File: src/design/csq_pkg.sv
// ----------------------------------------------------------------------------
// csq_pkg
// Types, widths and codes of the coalescing status queue
// ----------------------------------------------------------------------------
package csq_pkg;

  // field widths
  localparam int ID_W     = 16;
  localparam int STAMP_W  = 32;
  localparam int TAKE_W   = 6;
  localparam int STATUS_W = 3;
  localparam int QCOUNT_W = 6;

  // sizing defaults
  localparam int QUEUE_DEPTH_DEF   = 32;
  localparam int STAMP_ENTRIES_DEF = 128;

  // most results a single drain may produce
  localparam int MAX_RESULTS = 32;
  localparam int NRES_W      = $clog2(MAX_RESULTS + 1);

  typedef enum logic {
    OP_UPDATE = 1'b0,
    OP_DRAIN  = 1'b1
  } op_t;

  typedef enum logic [STATUS_W-1:0] {
    ST_APPENDED = 3'd0,
    ST_MERGED   = 3'd1,
    ST_STALE    = 3'd2,
    ST_FULL     = 3'd3,
    ST_DRAINED  = 3'd4,
    ST_EMPTY    = 3'd5
  } status_t;

  typedef enum logic [2:0] {
    S_CLEAR,
    S_IDLE,
    S_MOD,
    S_IDX,
    S_READ,
    S_CHECK,
    S_DRAIN
  } state_t;

  // broadcast command to every cell of the chain
  typedef struct packed {
    logic            shift;
    logic            append;
    logic            merge;
    logic [ID_W-1:0] id;
    logic            flag;
  } cell_cmd_t;

  // what the chain reports back to the sequencer
  typedef struct packed {
    logic            hit;
    logic [ID_W-1:0] head_id;
    logic            head_flag;
  } chain_stat_t;

endpackage

File: src/design/csq_ifs.sv
// ----------------------------------------------------------------------------
// csq_ifs
// Valid/ready channels carrying update/drain items in and results out
// ----------------------------------------------------------------------------

// input channel
interface csq_in_if;
  logic                      valid;
  logic                      ready;
  csq_pkg::op_t              op;
  logic [csq_pkg::ID_W-1:0]    slot_id;
  logic [csq_pkg::STAMP_W-1:0] stamp;
  logic                      slot_free;
  logic [csq_pkg::TAKE_W-1:0]  take_count;

  modport source (output valid, op, slot_id, stamp, slot_free, take_count, input ready);
  modport sink   (input valid, op, slot_id, stamp, slot_free, take_count, output ready);
endinterface

// result channel
interface csq_out_if;
  logic                         valid;
  logic                         ready;
  csq_pkg::status_t             status;
  logic [csq_pkg::ID_W-1:0]     out_slot_id;
  logic                         out_slot_free;
  logic                         last;
  logic [csq_pkg::QCOUNT_W-1:0] queue_count;

  modport source (output valid, status, out_slot_id, out_slot_free, last, queue_count,
                  input ready);
  modport sink   (input valid, status, out_slot_id, out_slot_free, last, queue_count,
                  output ready);
endinterface

File: src/design/csq_cell.sv
// ----------------------------------------------------------------------------
// csq_cell
// One queue position: holds an id and a free flag, matches the broadcast id
// ----------------------------------------------------------------------------
module csq_cell (
  input  logic                     clk,
  input  csq_pkg::cell_cmd_t       cmd,
  input  logic                     in_use,
  input  logic                     at_tail,
  input  logic [csq_pkg::ID_W-1:0] nb_id,
  input  logic                     nb_flag,
  output logic [csq_pkg::ID_W-1:0] id,
  output logic                     flag,
  output logic                     hit
);

  logic [csq_pkg::ID_W-1:0] id_r;
  logic                     flag_r;

  // occupied position holding the broadcast id
  assign hit  = in_use && (id_r == cmd.id);
  assign id   = id_r;
  assign flag = flag_r;

  // shift toward the head, load at the tail, or overwrite the flag on a match
  always_ff @(posedge clk) begin
    if (cmd.shift) begin
      id_r   <= nb_id;
      flag_r <= nb_flag;
    end else if (cmd.append && at_tail) begin
      id_r   <= cmd.id;
      flag_r <= cmd.flag;
    end else if (cmd.merge && hit) begin
      flag_r <= cmd.flag;
    end
  end

endmodule

File: src/design/csq_chain.sv
// ----------------------------------------------------------------------------
// csq_chain
// Row of queue cells; position zero is always the oldest entry
// ----------------------------------------------------------------------------
module csq_chain #(
  parameter int QUEUE_DEPTH = csq_pkg::QUEUE_DEPTH_DEF,
  localparam int CNT_W = $clog2(QUEUE_DEPTH + 1)
) (
  input  logic                 clk,
  input  csq_pkg::cell_cmd_t   cmd,
  input  logic [CNT_W-1:0]     count,
  output csq_pkg::chain_stat_t stat
);

  logic [csq_pkg::ID_W-1:0] id_a   [QUEUE_DEPTH];
  logic                     flag_a [QUEUE_DEPTH];
  logic [QUEUE_DEPTH-1:0]   hit_v;

  for (genvar i = 0; i < QUEUE_DEPTH; i++) begin : g_cell
    logic [csq_pkg::ID_W-1:0] nb_id;
    logic                     nb_flag;

    // neighbor toward the tail; the last cell takes its own contents
    if (i == QUEUE_DEPTH - 1) begin : g_end
      assign nb_id   = id_a[i];
      assign nb_flag = flag_a[i];
    end else begin : g_mid
      assign nb_id   = id_a[i+1];
      assign nb_flag = flag_a[i+1];
    end

    csq_cell u_cell (
      .clk     (clk),
      .cmd     (cmd),
      .in_use  (CNT_W'(i) < count),
      .at_tail (CNT_W'(i) == count),
      .nb_id   (nb_id),
      .nb_flag (nb_flag),
      .id      (id_a[i]),
      .flag    (flag_a[i]),
      .hit     (hit_v[i])
    );
  end

  // ids in the queue are unique, so at most one cell hits
  assign stat.hit       = |hit_v;
  assign stat.head_id   = id_a[0];
  assign stat.head_flag = flag_a[0];

endmodule

File: src/design/coalescing_status_queue.sv
// ----------------------------------------------------------------------------
// coalescing_status_queue
// Ordered queue of slot status updates that merges repeats per slot
// ----------------------------------------------------------------------------
// One item is worked on at a time. An update runs from acceptance until
// the next item can be accepted through these steps: S_MOD and S_IDX
// reduce the slot id modulo STAMP_ENTRIES through a reciprocal multiply,
// S_READ reads the timestamp memory, and S_CHECK compares stamps, matches
// the id across all queue cells and writes back. A drain of n results has
// one entry leave the head cell per cycle as the chain shifts, while the
// sink takes results; a drain of an empty queue gives a single empty
// result even with a zero take count, and a zero take count on a
// non-empty queue gives no result. Results sit in an output register, so
// a stalled sink holds up the queue. After reset the timestamp memory is
// zeroed by a clearing pass during which no item is accepted. queue_count
// shows the low six bits of the held count.
// ----------------------------------------------------------------------------
module coalescing_status_queue #(
  parameter int QUEUE_DEPTH   = csq_pkg::QUEUE_DEPTH_DEF,
  parameter int STAMP_ENTRIES = csq_pkg::STAMP_ENTRIES_DEF
) (
  input logic      clk,
  input logic      rst_n,
  csq_in_if.sink   in_ch,
  csq_out_if.source out_ch
);

  localparam int CNT_W   = $clog2(QUEUE_DEPTH + 1);
  localparam int SLOT_W  = $clog2(STAMP_ENTRIES);
  localparam int ID_W    = csq_pkg::ID_W;
  localparam int STAMP_W = csq_pkg::STAMP_W;
  localparam int NRES_W  = csq_pkg::NRES_W;
  localparam int CMP_W   = (CNT_W > csq_pkg::TAKE_W) ? CNT_W : csq_pkg::TAKE_W;
  // reciprocal for exact division of a 16 bit id by STAMP_ENTRIES
  localparam int RSHIFT  = ID_W + SLOT_W;
  localparam longint unsigned RECIP =
    ((64'd1 << RSHIFT) + STAMP_ENTRIES - 1) / STAMP_ENTRIES;
  localparam int RECIP_W = ID_W + 2;

  csq_pkg::state_t state_r, state_nxt;

  logic [ID_W-1:0]       id_r;
  logic [STAMP_W-1:0]    stamp_r;
  logic                  free_r;
  logic [ID_W-1:0]       quot_r;
  logic [SLOT_W-1:0]     slot_r;
  logic [SLOT_W-1:0]     clr_r;
  logic [STAMP_W-1:0]    rd_stamp_r;
  logic [CNT_W-1:0]      count_r, count_nxt;
  logic [NRES_W-1:0]     nleft_r, nleft_nxt;

  logic                  out_valid_r;
  csq_pkg::status_t      out_status_r;
  logic [ID_W-1:0]       out_id_r;
  logic                  out_free_r;
  logic                  out_last_r;
  logic [csq_pkg::QCOUNT_W-1:0] out_count_r;

  logic [STAMP_W-1:0]    stamp_mem [STAMP_ENTRIES];

  logic                  in_fire;
  logic                  out_room;
  logic                  emit;
  csq_pkg::status_t      res_status;
  logic [ID_W-1:0]       res_id;
  logic                  res_free;
  logic                  res_last;
  logic                  mem_we;
  logic [SLOT_W-1:0]     mem_waddr;
  logic [STAMP_W-1:0]    mem_wdata;
  csq_pkg::cell_cmd_t    cmd;
  csq_pkg::chain_stat_t  stat;

  logic [ID_W+RECIP_W-1:0] prod;
  logic [ID_W-1:0]         rem;
  logic [CMP_W-1:0]        take_cap;

  assign in_ch.ready = (state_r == csq_pkg::S_IDLE);
  assign in_fire     = in_ch.valid && in_ch.ready;
  assign out_room    = !out_valid_r || out_ch.ready;

  // queue cells
  csq_chain #(
    .QUEUE_DEPTH (QUEUE_DEPTH)
  ) u_chain (
    .clk   (clk),
    .cmd   (cmd),
    .count (count_r),
    .stat  (stat)
  );

  // modulo: quotient by reciprocal, then remainder with one correction
  assign prod = (ID_W + RECIP_W)'(id_r) * (ID_W + RECIP_W)'(RECIP);

  always_comb begin
    rem = id_r - ID_W'(quot_r * ID_W'(STAMP_ENTRIES));
    if (rem >= ID_W'(STAMP_ENTRIES)) begin
      rem = rem - ID_W'(STAMP_ENTRIES);
    end
  end

  // drain length limited by the result cap and the held count
  always_comb begin
    take_cap = CMP_W'(in_ch.take_count);
    if (take_cap > CMP_W'(csq_pkg::MAX_RESULTS)) begin
      take_cap = CMP_W'(csq_pkg::MAX_RESULTS);
    end
    if (take_cap > CMP_W'(count_r)) begin
      take_cap = CMP_W'(count_r);
    end
  end

  // next state
  always_comb begin
    state_nxt = state_r;
    case (state_r)
      csq_pkg::S_CLEAR: begin
        if (clr_r == SLOT_W'(STAMP_ENTRIES - 1)) state_nxt = csq_pkg::S_IDLE;
      end
      csq_pkg::S_IDLE: begin
        if (in_fire) begin
          if (in_ch.op == csq_pkg::OP_UPDATE) begin
            state_nxt = csq_pkg::S_MOD;
          end else if ((in_ch.take_count != '0) || (count_r == '0)) begin
            state_nxt = csq_pkg::S_DRAIN;
          end
        end
      end
      csq_pkg::S_MOD:   state_nxt = csq_pkg::S_IDX;
      csq_pkg::S_IDX:   state_nxt = csq_pkg::S_READ;
      csq_pkg::S_READ:  state_nxt = csq_pkg::S_CHECK;
      csq_pkg::S_CHECK: begin
        if (out_room) state_nxt = csq_pkg::S_IDLE;
      end
      csq_pkg::S_DRAIN: begin
        if (out_room && (nleft_r <= NRES_W'(1))) state_nxt = csq_pkg::S_IDLE;
      end
      default: state_nxt = csq_pkg::S_CLEAR;
    endcase
  end

  // datapath control and results
  always_comb begin
    emit       = 1'b0;
    res_status = csq_pkg::ST_APPENDED;
    res_id     = id_r;
    res_free   = free_r;
    res_last   = 1'b1;
    mem_we     = 1'b0;
    mem_waddr  = slot_r;
    mem_wdata  = stamp_r;
    count_nxt  = count_r;
    nleft_nxt  = nleft_r;
    cmd        = '{shift: 1'b0, append: 1'b0, merge: 1'b0, id: id_r, flag: free_r};
    case (state_r)
      csq_pkg::S_CLEAR: begin
        mem_we    = 1'b1;
        mem_waddr = clr_r;
        mem_wdata = '0;
      end
      csq_pkg::S_IDLE: begin
        if (in_fire && (in_ch.op == csq_pkg::OP_DRAIN)) begin
          nleft_nxt = NRES_W'(take_cap);
        end
      end
      csq_pkg::S_CHECK: begin
        if (out_room) begin
          emit = 1'b1;
          if (rd_stamp_r > stamp_r) begin
            res_status = csq_pkg::ST_STALE;
          end else if (stat.hit) begin
            res_status = csq_pkg::ST_MERGED;
            cmd.merge  = 1'b1;
            mem_we     = 1'b1;
          end else if (count_r == CNT_W'(QUEUE_DEPTH)) begin
            res_status = csq_pkg::ST_FULL;
          end else begin
            res_status = csq_pkg::ST_APPENDED;
            cmd.append = 1'b1;
            mem_we     = 1'b1;
            count_nxt  = count_r + CNT_W'(1);
          end
        end
      end
      csq_pkg::S_DRAIN: begin
        if (out_room) begin
          emit = 1'b1;
          if (nleft_r == '0) begin
            res_status = csq_pkg::ST_EMPTY;
            res_id     = '0;
            res_free   = 1'b0;
          end else begin
            res_status = csq_pkg::ST_DRAINED;
            res_id     = stat.head_id;
            res_free   = stat.head_flag;
            res_last   = (nleft_r == NRES_W'(1));
            cmd.shift  = 1'b1;
            count_nxt  = count_r - CNT_W'(1);
            nleft_nxt  = nleft_r - NRES_W'(1);
          end
        end
      end
      default: ;
    endcase
  end

  // control registers
  always_ff @(posedge clk) begin
    if (!rst_n) begin
      state_r     <= csq_pkg::S_CLEAR;
      clr_r       <= '0;
      count_r     <= '0;
      nleft_r     <= '0;
      out_valid_r <= 1'b0;
    end else begin
      state_r <= state_nxt;
      count_r <= count_nxt;
      nleft_r <= nleft_nxt;
      if (state_r == csq_pkg::S_CLEAR) clr_r <= clr_r + SLOT_W'(1);
      if (emit) begin
        out_valid_r <= 1'b1;
      end else if (out_ch.ready) begin
        out_valid_r <= 1'b0;
      end
    end
  end

  // item hold, modulo stages and result payload
  always_ff @(posedge clk) begin
    if (in_fire) begin
      id_r    <= in_ch.slot_id;
      stamp_r <= in_ch.stamp;
      free_r  <= in_ch.slot_free;
    end
    if (state_r == csq_pkg::S_MOD) quot_r <= ID_W'(prod >> RSHIFT);
    if (state_r == csq_pkg::S_IDX) slot_r <= SLOT_W'(rem);
    if (emit) begin
      out_status_r <= res_status;
      out_id_r     <= res_id;
      out_free_r   <= res_free;
      out_last_r   <= res_last;
      out_count_r  <= csq_pkg::QCOUNT_W'(count_nxt);
    end
  end

  // last timestamp memory, one write and one registered read port
  always_ff @(posedge clk) begin
    if (mem_we) stamp_mem[mem_waddr] <= mem_wdata;
    if (state_r == csq_pkg::S_READ) rd_stamp_r <= stamp_mem[slot_r];
  end

  assign out_ch.valid         = out_valid_r;
  assign out_ch.status        = out_status_r;
  assign out_ch.out_slot_id   = out_id_r;
  assign out_ch.out_slot_free = out_free_r;
  assign out_ch.last          = out_last_r;
  assign out_ch.queue_count   = out_count_r;

endmodule

File: src/flat_wrapper.sv
// flat-port wrapper written by rule: the top's interface ports become plain ports
module coalescing_status_queue_flat 
#(
  parameter int QUEUE_DEPTH   = csq_pkg::QUEUE_DEPTH_DEF,
  parameter int STAMP_ENTRIES = csq_pkg::STAMP_ENTRIES_DEF
)
  (clk, rst_n, in_ch_valid, in_ch_op, in_ch_slot_id, in_ch_stamp, in_ch_slot_free, in_ch_take_count, in_ch_ready, out_ch_valid, out_ch_status, out_ch_out_slot_id, out_ch_out_slot_free, out_ch_last, out_ch_queue_count, out_ch_ready);
  csq_in_if in_ch_i ();
  csq_out_if out_ch_i ();
  input logic clk;
  input logic rst_n;
  input wire logic [$bits(in_ch_i.valid)-1:0] in_ch_valid;
  input wire logic [$bits(in_ch_i.op)-1:0] in_ch_op;
  input wire logic [$bits(in_ch_i.slot_id)-1:0] in_ch_slot_id;
  input wire logic [$bits(in_ch_i.stamp)-1:0] in_ch_stamp;
  input wire logic [$bits(in_ch_i.slot_free)-1:0] in_ch_slot_free;
  input wire logic [$bits(in_ch_i.take_count)-1:0] in_ch_take_count;
  output wire logic [$bits(in_ch_i.ready)-1:0] in_ch_ready;
  output wire logic [$bits(out_ch_i.valid)-1:0] out_ch_valid;
  output wire logic [$bits(out_ch_i.status)-1:0] out_ch_status;
  output wire logic [$bits(out_ch_i.out_slot_id)-1:0] out_ch_out_slot_id;
  output wire logic [$bits(out_ch_i.out_slot_free)-1:0] out_ch_out_slot_free;
  output wire logic [$bits(out_ch_i.last)-1:0] out_ch_last;
  output wire logic [$bits(out_ch_i.queue_count)-1:0] out_ch_queue_count;
  input wire logic [$bits(out_ch_i.ready)-1:0] out_ch_ready;
  assign in_ch_i.valid = in_ch_valid;
  assign in_ch_i.op = in_ch_op;
  assign in_ch_i.slot_id = in_ch_slot_id;
  assign in_ch_i.stamp = in_ch_stamp;
  assign in_ch_i.slot_free = in_ch_slot_free;
  assign in_ch_i.take_count = in_ch_take_count;
  assign in_ch_ready = in_ch_i.ready;
  assign out_ch_valid = out_ch_i.valid;
  assign out_ch_status = out_ch_i.status;
  assign out_ch_out_slot_id = out_ch_i.out_slot_id;
  assign out_ch_out_slot_free = out_ch_i.out_slot_free;
  assign out_ch_last = out_ch_i.last;
  assign out_ch_queue_count = out_ch_i.queue_count;
  assign out_ch_i.ready = out_ch_ready;
  coalescing_status_queue #(.QUEUE_DEPTH(QUEUE_DEPTH), .STAMP_ENTRIES(STAMP_ENTRIES)) u_core (.clk(clk), .rst_n(rst_n), .in_ch(in_ch_i), .out_ch(out_ch_i));
endmodule
File: config.mk
export PLATFORM = sky130hd
export DESIGN_NAME = coalescing_status_queue_flat
export DESIGN_NICKNAME = d
export VERILOG_FILES = /design/src/design/csq_pkg.sv /design/src/design/csq_ifs.sv /design/src/design/csq_cell.sv /design/src/design/csq_chain.sv /design/src/design/coalescing_status_queue.sv /design/src/flat_wrapper.sv
export SDC_FILE = /design/constraint.sdc
export NUM_CORES = 2
export LEC_CHECK = 0
export BUFFER_PORTS_ARGS = -buffer_cell sky130_fd_sc_hd__buf_4
export CORE_MARGIN = 2
export CORE_UTILIZATION = 52
export CTS_BUF_LIST = sky130_fd_sc_hd__clkbuf_2 sky130_fd_sc_hd__clkbuf_4 sky130_fd_sc_hd__clkbuf_8
export DETAILED_ROUTE_END_ITERATION = 6
export GPL_TIMING_DRIVEN = 1
export PLACE_DENSITY_LB_ADDON = 0.25
export SETUP_SLACK_MARGIN = 0.5
export SLEW_MARGIN = 10
export SYNTH_ARGS = -nofsm -noshare
export SYNTH_HDL_FRONTEND = slang
export SYNTH_HIERARCHICAL = 1
export SYNTH_SLANG_ARGS = --single-unit
File: constraint.sdc
create_clock -name clk -period 6.9 [get_ports clk]
set_input_delay 1.38 -clock clk [delete_from_list [all_inputs] [get_ports clk]]
set_output_delay 1.38 -clock clk [all_outputs]
set_load 0.01 [all_outputs]
* Yosys cells after proc, flatten, opt, wreduce, memory -nomap -nowiden
Memories as Yosys holds them, arrays and structs flattened. A register that Yosys moved wholly into a read port is not among the register bits.
Index checks and enable logic that the tools add are counted.
** Storage, ports and cells
- Register bits :: 659
- Memory bits (writable) :: 4096
- Logic and storage cells :: 596
- Memories kept :: 1
** Operators by class
- Add/sub/neg operators :: 6
- Order comparisons :: 37
- Equal/unequal tests :: 80
- Muxes and demuxes :: 212
- Bitwise gates (word level) :: 3
- Reduce and logical (&&, ||, !) cells :: 178
** Memories
- u_core.stamp_mem :: depth 128, bits a word 32, rd ports 1, clocked after Yosys merged registers in 1, write ports 1, RTL line coalescing_status_queue.sv:59 : logic [STAMP_W-1:0] stamp_mem [STAMP_ENTRIES];
** Operators by type and width (number)
- 16-bit two-way mux :: 65
- 16-bit == test :: 32
- 1-bit two-way mux :: 114
- 1-bit logical AND :: 99
- 5-bit by 6-bit == test with 1-bit output, first input constant :: 16
- 5-bit by 6-bit < comparator with 1-bit output, first input constant :: 16
- 3-bit nonzero test :: 31
- 2-bit nonzero test :: 34
- 6-bit two-way mux :: 11
- 4-bit by 6-bit == test with 1-bit output, first input constant :: 8
- 4-bit by 6-bit < comparator with 1-bit output, first input constant :: 8
- 32-bit greater-than comparator :: 1
- 32-bit two-way mux :: 1
- 32-bit OR reduction :: 1
- 3-bit two-way mux :: 9
- 3-bit by 6-bit == test with 1-bit output, first input constant :: 4
- 3-bit by 6-bit < comparator with 1-bit output, first input constant :: 4
- 6-bit case mux with 2 select lines :: 2
- 3-bit case mux with 7 select lines :: 1
- 16-bit by 8-bit >= comparator with 1-bit output, second input constant :: 1
- 16-bit subtractor :: 1
- 7-bit two-way mux :: 2
- 2-bit by 6-bit == test with 1-bit output, first input constant :: 2
- 6-bit logical NOT :: 2
- 32 further kinds :: 51

* Depth between registers and ports, before layout
- Word-level depth :: 11
- Mapped depth :: 17
- Gate-level depth less buffers :: 15

* Hierarchy
The synthesis kept the hierarchy.
** Modules (own cells, without submodules)
- coalescing_status_queue :: times used 1, cells each 6580, area each 162419.5 µm², sequential area each 126911.7 µm²
- csq_cell :: times used 32, cells each 66, area each 922.1 µm², sequential area each 510.5 µm²
- csq_chain :: times used 1, cells each 118, area each 618.1 µm², sequential area each 0.0 µm²

* Worst setup path before layout
No wires, ideal clock.
- Path type :: reg-to-reg
- Start :: register u_core.id_r[11]
- End :: memory u_core.stamp_mem[100][0] (enable)
- Setup time :: 0.461 ns
- Data arrival time :: 5.731 ns
- Data required time :: 6.439 ns
- Slack :: 0.708 ns
- Stages on the path, launching flop included :: 13
- Period minus slack after synthesis :: 6.192 ns
- Path through :: edfxtp_1 o22ai_1 or4_4 nor2_1 nor4_1 nand4_1 or2_2 inv_1 nand2_1 a21oi_1 clkbuf_1 clkbuf_1 nor3_1
** RTL lines
- from (decl) :: RTL line coalescing_status_queue.sv:42 : logic [ID_W-1:0] id_r;
- from (signal assigned) :: RTL line coalescing_status_queue.sv:231 : id_r <= in_ch.slot_id;
- to (decl) :: RTL line coalescing_status_queue.sv:59

==> metrics.md <==
| Metric | Value |
|---|---|
| Synthesized Nets | `8,914` |
| Largest net degree at the start of global routing | `142` |
| WP data arrival | `a little under 7 ns` |
| Cells after synthesis | `around 8,800` |
| Clock network power share | `35.2%` |
| Ports | `slightly below 90` |
| Worst Setup Start Kind | `flip-flop` |
| PnR worst setup slack | `around 1.1 ns` |
| Outcome | `finished with violations` |
| Pwr dens | `300 nW/um^2` |
| Sink Count | `4,778` |
| Worst R2R Start | `u_core/count_r[4]` |
| Core area | `between 300,000 and 400,000 sq um` |
| Final slew viol count | `0` |
| Failing checks | `design-rule violations` |
| Resize count post-CTS | `0` |
| Worst Hold Class | `primary input to flip-flop` |
| RSZ-0062 raised after global routing | `no` |
| FFs w/ async S/R, synth | `0%` |
| Post-layout instance count excluding filler cells | `15,100` |
| Normalized max-slew margin | `12.3%` |
| Final net count | `9,631` |
| Vias in the first global route | `around 94,000` |
| Worst Path Required | `7.80 ns` |
| Period minus WS final | `5.85 ns` |
| Yosys cell types | `60` |
| Clk_skew | `0.0957 ns` |
| Leading cell type in the layout, fill and taps excluded | `edfxtp_1` |
| Via count | `96,300` |
| R2r worst-path depth | `14` |
| Internal Dissipation | `48,100 uW` |
| Gr ovfl total | `0` |
| Worst R2R End | `u_core/stamp_mem[79][17]` |
| RD Place Congestion | `0.884` |
| Seq pwr share | `54.0%` |
| Logic pwr share | `10.8%` |
| Root buffer cell | `clkbuf_8` |
| Residual DRC | `11` |
| Clk buf depth | `4` |
| Max Cap Viol | `0` |
| Final setup violation count | `0` |
| Hold Crit Endpoint | `u_core/stamp_r[5]` |
| Vias per std cell | `6.39` |
| Cts bufs inserted | `732` |
| TritonCTS clock tree | `built` |
| Final Power | `64,700 uW` |
| Placed Cells incl. Taps | `13,700` |
| Setup TNS | `0 ns` |
| VDD IR max | `0.373 mV` |
| Fmax | `171 MHz` |
| ANT nets after route | `0` |
| Place WS | `1.05 ns` |
| Most frequent cells in the layout | `edfxtp_1, mux4_2, clkbuf_8` |
| H-tree depth | `6` |
| Global-route usage over all layers | `between 20% and 30%` |
| # rows | `223` |
| Kind of end point of the critical path | `flip-flop` |
| Mean Syn Cell Area | `around 22 sq um` |
| First-pass GRT wire length | `between 600 and 700 mm` |
| Synth Warn # | `6` |
| Final period utilization | `84.8%` |
| Postcts setup bufs | `0` |
| Final Hold Viols | `0` |
| WL per Instance | `32.6 microns` |
| DP HPWL | `304 mm` |
| Hold depth | `1` |
| Synth Cell Area | `193,000 sq um` |
| 1st-iter DRT viols | `15,000` |
| Port-buffer cells | `88` |
| Leak | `0.0691 uW` |
| Die Area | `375,000 sq um` |
| Top_reg_cell synth | `edfxtp_1` |
| Clk pin slew, worst setup/hold paths | `~0.06 ns` |
| Origin of the worst min-delay path | `in_ch_stamp[5]` |
| Post-synthesis sequential area ratio | `between 70% and 80%` |
| Initial Util | `between 50 and 60%` |
| Synth-to-layout area growth | `12.0%` |
| Die Y | `613 microns` |
| CP Max Fanout | `68` |
| Sw Ratio | `25.8%` |
| EDFF count, synth | `4,755` |
| Worst Path Class, Setup | `flip-flop to flip-flop` |
| Slew @ Worst Pin | `around 1.3 ns` |
| Switching power total | `16,700 uW` |
| Die Width | `613 microns` |
| Routed WL | `491 mm` |
| Reg2reg setup slack | `1.05 ns` |
| Post-synthesis register bit count | `roughly 4,800` |
| Clk_lat worst skew | `about 1.2 ns` |
| Iteration count of the initial detailed-routing pass | `7` |
| Ratio of cells with drive above 1 in the final layout | `between 30% and 40%` |
| Hold buffer count at cts | `0` |
| Initial antenna violation count | `41` |
-- logic make-up after synthesis --
group,count (synthesis),synth area share (%)
and+or+nand+nor,712,1.95
AOI/OAI and AO/OA,377,1.41
adders and majority gates,44,0.286
buffers and inverters,578,1.31
muxes,1897,18.7
DFF,4778,74.4
xor gates and xnor gates,424,1.93
-- flip-flops by register name, summed over array words and instances, names as in the netlist --
register and flops:
u_core/out_ch.valid 1, u_core/u_chain/g_cell.u_cell/flag 32, u_core/stamp_r 32, u_core/stamp_mem 4096
u_core/state_r 3, u_core/count_r 6, u_core/out_ch.queue_count 6, u_core/free_r 1
u_core/out_ch.out_slot_free 1, u_core/rd_stamp_r 32, u_core/slot_r 7, u_core/out_ch.out_slot_id 16
u_core/nleft_r 6, u_core/out_ch.last 1, u_core/out_ch.status 3, u_core/id_r 16
u_core/u_chain/g_cell.u_cell/id 512, u_core/clr_r 7
-- worst max path at each step --
stage / start / endpoint / cells after the start
6_report: u_core/count_r[4] / u_core/stamp_mem[79][17] / 14
5_1_grt: u_core/count_r[4] / u_core/stamp_mem[79][29] / 14
4_1_cts: u_core/count_r[4] / u_core/stamp_mem[79][14] / 14
3_5_place_dp: u_core/count_r[4] / u_core/stamp_mem[118][10] / 14
3_3_place_gp: u_core/count_r[4] / u_core/stamp_mem[85][31] / 14
2_1_floorplan: u_core/id_r[11] / u_core/stamp_mem[100][0] / 12
-- synthesized netlist by cell type (all sizes together) (35+ instances only) --
library cell	n	area, sq um
a21o	35	263
inv	149	559
xnor2	197	1730
nor2	117	452
nand4	78	488
edfxtp	4755	143000
buf	244	1260
nand3	42	210
ha	44	551
mux4	1312	29500
nor3	180	917
xor2	227	1990
nor4	46	294
nand2	149	559
a21oi	36	180
mux2	513	5780
o22ai	40	250
o21a	37	278
clkbuf	184	691
o21ai	86	430
mux2i	72	721
-- critical path, stage by stage, from the launching register on --
cell	delay, ns
dfxtp_1	0.60
nor2_1	1.06
o21ai_0	0.43
o21ai_1	0.19
or4_4	0.16
nor2_1	0.05
nor4_1	0.40
nand4_1	0.28
or2_2	0.43
inv_1	0.20
nand2_1	0.16
a21oi_4	0.37
buf_12	0.51
nor3_2	0.32
buf_4	0.33
-- per-layer routing --
layer | vias to the layer above | share of wire (%) | track usage [%]
met5 | - | 0.025 | 0
met4 | 14 | 3.0 | 7.93
met3 | 699 | 12 | 5.85
met2 | 5930 | 45 | 38.3
met1 | 51000 | 40 | 39.0
li1 | 38600 | - | -
-- area by class of cell --
type / count / area, sq um
clock inverter: 305 / 2010
multi-input combinational: 3454 / 47700
clock buffer: 995 / 12100
timing repair buffer: 411 / 3710
fill: 26400 / 153000
inverter: 150 / 571
tap: 4950 / 6190
sequential: 4778 / 143000
antenna: 12 / 30.0
-- per-stage QoR --
step	hold WS, ns	cell area, sq um	util, %
finish	0.314	216000	58.4
global route	0.289	216000	58.4
CTS	0.218	216000	58.4
detailed placement	0.505	201000	54.6
global placement	0.493	201000	54.6
floorplan	0.472	193000	-
-- power by group through the flow --
stage          Clock, uW  Sequential [uW]  Combinational (uW)
3_5_place_dp           0            35600                6920
5_1_grt            24400            35000                7260
6_report           22800            35000                7010
2_1_floorplan          0            35900                2960
3_3_place_gp           0            35500                6680
4_1_cts            23200            35000                6940
Note: power is estimated with default switching activity, not from simulation.
